==> src/hdl/assert_macros.svh <==
// Assertion macros used by the top-level RTL file.
`ifndef ASSERT_MACROS_SVH
`define ASSERT_MACROS_SVH
`ifndef SYNTHESIS
`define ASSERT_PROP(label, clk, rst, prop) \
  label: assert property (@(posedge clk) disable iff (rst) (prop)) else $error("%m failed");
`define ASSERT_NEVER(label, clk, rst, expr) \
  label: assert property (@(posedge clk) disable iff (rst) !(expr)) else $error("%m failed");
`else
`define ASSERT_PROP(label, clk, rst, prop)
`define ASSERT_NEVER(label, clk, rst, expr)
`endif
`endif

==> src/hdl/spse_pkg.sv <==
// Types and constants of the symmetric product square engine.
package spse_pkg;

  localparam int MAX_DIM_DEFAULT = 64;
  localparam int VALUE_W = 50;
  localparam int SIZE_W = 7;
  localparam int COORD_W = 6;
  localparam int SUM_BASE_W = 17;
  localparam logic [SIZE_W-1:0] MATRIX_SIZE_RESET = 7'd64;
  localparam logic [1:0] DRAIN_LAST = 2'd2;

  typedef enum logic [1:0] {
    OP_LOAD    = 2'd0,
    OP_COMPUTE = 2'd1,
    OP_READ    = 2'd2
  } op_t;

  typedef enum logic [2:0] {
    ST_IDLE,
    ST_SUM,
    ST_DRAIN_SUM,
    ST_SQUARE,
    ST_DRAIN_SQUARE,
    ST_DONE
  } state_t;

  typedef struct packed {
    logic issue;
    logic square;
    logic first;
    logic last;
    logic load;
    logic read;
    logic read_ok;
    logic read_hit;
    logic done;
  } ctl_t;

endpackage

==> src/hdl/spse_ctrl.sv <==
// Controller: request decode, size register and compute sequencer.
module spse_ctrl #(
  parameter int MAX_DIM = spse_pkg::MAX_DIM_DEFAULT
) (
  input  logic                                 clk,
  input  logic                                 rst,
  input  logic                                 start,
  output logic                                 busy,
  input  logic [1:0]                           operation,
  input  logic [spse_pkg::COORD_W-1:0]         row,
  input  logic [spse_pkg::COORD_W-1:0]         col,
  input  logic                                 matrix_size_we,
  input  logic [spse_pkg::SIZE_W-1:0]          matrix_size_data,
  output spse_pkg::ctl_t                       ctl,
  output logic [2*$clog2(MAX_DIM)-1:0]         rd_addr0,
  output logic [2*$clog2(MAX_DIM)-1:0]         rd_addr1,
  output logic [2*$clog2(MAX_DIM)-1:0]         wr_addr,
  output logic [2*$clog2(MAX_DIM)-1:0]         host_addr
);
  import spse_pkg::*;

  localparam int IDX_W = $clog2(MAX_DIM);
  localparam int NW = $clog2(MAX_DIM + 1);
  localparam int CW = NW + COORD_W;

  state_t state, state_next;
  logic [SIZE_W-1:0] matrix_size;
  logic [NW-1:0] n, last_n, last_n_next;
  logic [IDX_W-1:0] i, j, k, i_next, j_next, k_next, nm1;
  logic [1:0] drain, drain_next;
  logic accept, in_dim, in_n, read_hit;
  logic k_end, j_end, i_end;
  op_t op;

  assign op = op_t'(operation);
  assign accept = start && !busy;
  assign busy = (state != ST_IDLE);

  always_comb begin
    if (matrix_size == '0) begin
      n = NW'(1);
    end else if (int'(matrix_size) > MAX_DIM) begin
      n = NW'(MAX_DIM);
    end else begin
      n = NW'(matrix_size);
    end
  end

  assign in_dim = (int'(row) < MAX_DIM) && (int'(col) < MAX_DIM);
  assign in_n = (CW'(row) < CW'(n)) && (CW'(col) < CW'(n));
  // lower triangle and cells beyond the last compute read as zero
  assign read_hit = in_n && (row <= col) && (CW'(row) < CW'(last_n))
                    && (CW'(col) < CW'(last_n));
  assign host_addr = {IDX_W'(row), IDX_W'(col)};

  assign nm1 = IDX_W'(last_n - NW'(1));
  assign k_end = (state == ST_SUM) ? (k == nm1) : (k == j);
  assign j_end = (j == nm1);
  assign i_end = (i == nm1);

  always_ff @(posedge clk) begin
    if (rst) begin
      state <= ST_IDLE;
      matrix_size <= MATRIX_SIZE_RESET;
      last_n <= '0;
      i <= '0;
      j <= '0;
      k <= '0;
      drain <= '0;
    end else begin
      state <= state_next;
      if (matrix_size_we) begin
        matrix_size <= matrix_size_data;
      end
      last_n <= last_n_next;
      i <= i_next;
      j <= j_next;
      k <= k_next;
      drain <= drain_next;
    end
  end

  always_comb begin
    state_next = state;
    case (state)
      ST_IDLE: begin
        if (accept && op == OP_COMPUTE) state_next = ST_SUM;
      end
      ST_SUM: begin
        if (k_end && j_end && i_end) state_next = ST_DRAIN_SUM;
      end
      ST_DRAIN_SUM: begin
        if (drain == DRAIN_LAST) state_next = ST_SQUARE;
      end
      ST_SQUARE: begin
        if (k_end && j_end && i_end) state_next = ST_DRAIN_SQUARE;
      end
      ST_DRAIN_SQUARE: begin
        if (drain == DRAIN_LAST) state_next = ST_DONE;
      end
      ST_DONE: state_next = ST_IDLE;
      default: state_next = ST_IDLE;
    endcase
  end

  // loop counters: sum walks k over 0..n-1, square walks k over i..j
  always_comb begin
    i_next = i;
    j_next = j;
    k_next = k;
    drain_next = '0;
    last_n_next = last_n;
    case (state)
      ST_IDLE: begin
        i_next = '0;
        j_next = '0;
        k_next = '0;
        if (accept && op == OP_COMPUTE) last_n_next = n;
      end
      ST_SUM: begin
        if (k_end) begin
          k_next = '0;
          if (j_end) begin
            i_next = i + IDX_W'(1);
            j_next = i + IDX_W'(1);
          end else begin
            j_next = j + IDX_W'(1);
          end
        end else begin
          k_next = k + IDX_W'(1);
        end
      end
      ST_SQUARE: begin
        if (k_end) begin
          if (j_end) begin
            i_next = i + IDX_W'(1);
            j_next = i + IDX_W'(1);
            k_next = i + IDX_W'(1);
          end else begin
            j_next = j + IDX_W'(1);
            k_next = i;
          end
        end else begin
          k_next = k + IDX_W'(1);
        end
      end
      ST_DRAIN_SUM, ST_DRAIN_SQUARE: begin
        i_next = '0;
        j_next = '0;
        k_next = '0;
        drain_next = (drain == DRAIN_LAST) ? 2'd0 : drain + 2'd1;
      end
      default: begin
        i_next = '0;
        j_next = '0;
        k_next = '0;
      end
    endcase
  end

  always_comb begin
    ctl = '0;
    ctl.issue = (state == ST_SUM) || (state == ST_SQUARE);
    ctl.square = (state == ST_SQUARE);
    ctl.first = (state == ST_SUM) ? (k == '0) : (k == i);
    ctl.last = k_end;
    ctl.load = accept && (op == OP_LOAD) && in_dim;
    ctl.read = accept && (op == OP_READ);
    ctl.read_ok = in_n;
    ctl.read_hit = read_hit;
    ctl.done = (state == ST_DONE);
    rd_addr0 = (state == ST_SUM) ? {k, i} : {i, k};
    rd_addr1 = {k, j};
    wr_addr = {i, j};
  end

endmodule

==> config.mk <==
export PLATFORM = sky130hd
export DESIGN_NAME = spse_ctrl
export DESIGN_NICKNAME = d
export VERILOG_FILES = /design/src/hdl/assert_macros.svh /design/src/hdl/spse_pkg.sv /design/src/hdl/spse_ctrl.sv
export SDC_FILE = /design/constraint.sdc
export NUM_CORES = 1
export LEC_CHECK = 0
export CAP_MARGIN = 20
export CORE_UTILIZATION = 45
export CTS_CLUSTER_DIAMETER = 80
export DETAILED_ROUTE_END_ITERATION = 6
export DONT_BUFFER_PORTS = 1
export PLACE_DENSITY = 0.71
export SYNTH_ARGS = -nofsm -noshare
export SYNTH_HDL_FRONTEND = slang
export SYNTH_SLANG_ARGS = --single-unit
==> constraint.sdc <==
create_clock -name clk -period 5.43 [get_ports clk]
set_input_delay 0.543 -clock clk [delete_from_list [all_inputs] [get_ports clk]]
set_output_delay 0.543 -clock clk [all_outputs]
set_load 0.01 [all_outputs]
==> metrics.md <==
| Metric | Value |
|---|---|
| Run status | `complete, no violations` |
| Number of synthesized flops with an enable pin | `0` |
| # diodes | `0` |
| Clock Pin Slew Worst Setup and Hold Paths | `80 ps` |
| CTS tree | `built` |
| Crit path arrival time | `3630 ps` |
| Final Critical Period | `3426 ps` |
| Antenna-violating nets left | `0` |
| Multi-input logic area | `2298 um^2` |
| Top Ports | `83` |
| Worst setup path category | `flop to flop` |
| Max Transition Viols Final | `0` |
| Skew-Pair Late Insertion Delay | `290 ps` |
| Core box area | `7331 um^2` |
| Synth cell types | `59` |
| Final Net Count | `455` |
| Placed cell areas | `3291 um^2` |
| Drt total wl | `8517 um` |
| Layout cells sized above 1 | `5.514%` |
| DRC | `0` |
| Initial antenna violation count | `0` |
| Largest net degree at the start of global routing | `27` |
| Design area | `3411 um^2` |
| Routability congestion estimate | `0.8418` |
| All-Layer GR Usage | `22.16%` |
| Post-synthesis register bit count | `37` |
| Vias per cell | `5.910` |
| RSZ-0062 raised after global routing | `no` |
| Via Count | `2943` |
| Final setup vio count | `0` |
| Skew final | `9.537 ps` |
| Switch Pwr | `0.1635 mW` |
| Int Pwr | `0.4596 mW` |
| CP Capture Type | `flop` |
| Final Hold Fails | `0` |
| First-pass GRT wire length | `13600 um` |
| Ys flop type | `dfxtp_1` |
| Flop pwr share | `45.5%` |
| DRT Pass-1 Iters | `4` |
| Synth Area in Simple Gates | `21.19%` |
| Most common cell after layout, fill and taps aside | `dfxtp_1` |
| Area grow syn2layout | `-1.089%` |
| Post-DP HPWL | `6368 um` |
| HP Class | `input port to flop` |
| Netlist area before placement | `3448 um^2` |
| Grt ovf | `0` |
| Worst-path fanout max | `26` |
| Synth warn | `0` |
| Sw Ratio | `26.24%` |
| Vias in the first global route | `2840` |
| Hold_buf cts | `0` |
| Mux contribution to synthesized area | `4.536%` |
| Pin slew with the least headroom to its limit | `697.7 ps` |
| Post_cts resized | `0` |
| Slew HR | `53.43%` |
| Syn_area_per_cell | `7.837 um^2` |
| Post-Synthesis Cells | `440` |
| Starting Density | `47.04%` |
| Post-synth ARST share | `0%` |
| MaxCap Viol Count | `0` |
| TritonCTS buffer count | `5` |
| Setup crit start kind | `flop` |
| Sink Count | `37` |
| Most frequent cells in the layout | `dfxtp_1 (37), o21ai_0 (36), ha_1 (32)` |
| Reg area | `740.7 um^2` |
| Worst vdd ir | `114.8 uV` |
| Post-CTS Setup Bufs | `0` |
| CP required | `5640 ps` |
| Tcrit/Tclk final | `63.09%` |
| PortBufs | `0` |
| Lkg Pwr | `1.283 nW` |
| # fillers | `709` |
| XOR/XNOR share of the synthesized area | `9.325%` |
| Syn Nets | `497` |
| Final TNS setup | `0 ps` |
| Power Dens Cells | `182.7 nW/um^2` |
| Die H | `89.54 um` |
| Root buffer cell | `clkbuf_8` |
| Logic pwr share | `13.8%` |
| Row count | `31` |
| WL/cell | `17.10 um` |
| Synth Area in Adders | `11.61%` |
| Final Power | `0.6231 mW` |
| Highest Clock Rate | `0.2919 GHz` |
| Max Root-Sink Buffers | `2` |
| Die Span X | `89.54 um` |
| Clock power share | `40.7%` |
| Drt first-iter violations | `201` |
| # H-tree levels | `2` |
| Compound-Gate Fraction of Synth Area | `19.99%` |
| Die Area | `8017 um^2` |
| Main combinational cell family by area after synthesis | `simple AND/OR/NAND/NOR gates` |
| Post-synthesis sequential area ratio | `21.48%` |
==> power groups by stage <==
stage / Combinational (mW) / Sequential [mW] / Clock [mW]
2_1_floorplan: 0.0886 / 0.286 / 0
3_3_place_gp: 0.0814 / 0.290 / 0
3_5_place_dp: 0.0852 / 0.290 / 0
4_1_cts: 0.0856 / 0.284 / 0.259
5_1_grt: 0.0988 / 0.285 / 0.270
6_report: 0.0857 / 0.284 / 0.254
==> critical path, stage by stage (launching register included) <==
cell and delay [ps]:
dfxtp_1 560, inv_1 130, ha_1 300, nand2b_1 220
a211oi_1 240, o31ai_1 130, a2111oi_4 360, buf_4 320
nand4_1 380, or3_1 460, a211oi_1 220
==> registers in the layout, indices dropped and copies added (netlist names) <==
signal / flops
matrix_size: 7
state: 3
i: 6
j: 6
drain: 2
last_n: 7
k: 6
==> metrics by stage <==
stage | setup WS, ps | cells | hold WS (ps) | util [%]
after CTS | 1997 | 498 | 306.5 | 46.53
after global placement | 2154 | 490 | 399.0 | 44.89
after floorplan | 2707 | 440 | 391.0 | -
after detailed placement | 1993 | 490 | 411.1 | 44.89
after global routing | 1660 | 498 | 299.8 | 46.53
final | 2004 | 498 | 316.9 | 46.53
==> final timing paths <==
path	start	depth (start not counted)	end	slack, ps
worst min register to register	drain[0]	1	drain[0]	420
worst min-delay path	rst	1	matrix_size[0]	320
worst max register to register	last_n[0]	10	state[1]	2000
worst max-delay path	last_n[0]	10	state[1]	2000
==> kinds of logic after synthesis <==
| logic type | after synthesis |
|---|---|
| AO/OA/AOI/OAI | 105 |
| XOR/XNOR | 32 |
| adder cells (fa/ha/maj) | 32 |
| buffers and inverters | 80 |
| flip-flops | 37 |
| multiplexers | 15 |
| AND/OR/NAND/NOR | 139 |
==> layout make-up <==
| class | count | share of cell area [%] |
|---|---|---|
| Tap cell | 99 | 3.632 |
| Clock inverter | 2 | 1.101 |
| Inverter | 28 | 3.081 |
| Clock buffer | 6 | 2.421 |
| Multi-Input combinational cell | 323 | 67.39 |
| Sequential cell | 37 | 21.72 |
| Timing Repair Buffer | 3 | 0.6603 |
==> layer usage <==
layer / vias up / share of wire [%] / GRT usage [%]
li1: 1455 / - / -
met1: 1384 / 45 / 28.36
met2: 88 / 48 / 37.74
met3: 16 / 5.2 / 4.063
met4: 0 / 2.0 / 6.638
met5: - / 0 / 0
==> synthesized netlist by cell type (all sizes together) (3+ instances only) <==
cell    count  area, um^2
ha         32       400.4
a21oi      24       120.1
nor4        3       18.77
buf        34       235.2
clkbuf     18       68.81
o21ai      36       180.2
a21o        4       30.03
mux2        5       56.30
nor2       27       101.4
xnor3       3       67.56
mux2i      10       100.1
or3         7       43.79
and3        5       31.28
dfxtp      37       740.7
o211ai      4       30.03
xor2        9       78.83
nand2      31       116.4
nand2b     13       88.83
nand3      15       75.07
a21boi      3       22.52
nor2b       4       25.02
nor3b       6       50.05
xnor2      20       175.2
inv        28       105.1
o32ai       6       52.55
a211oi      8       60.06
nor3       15       86.34
nand4       5       31.28
Power figures use the tool's default switching activity.
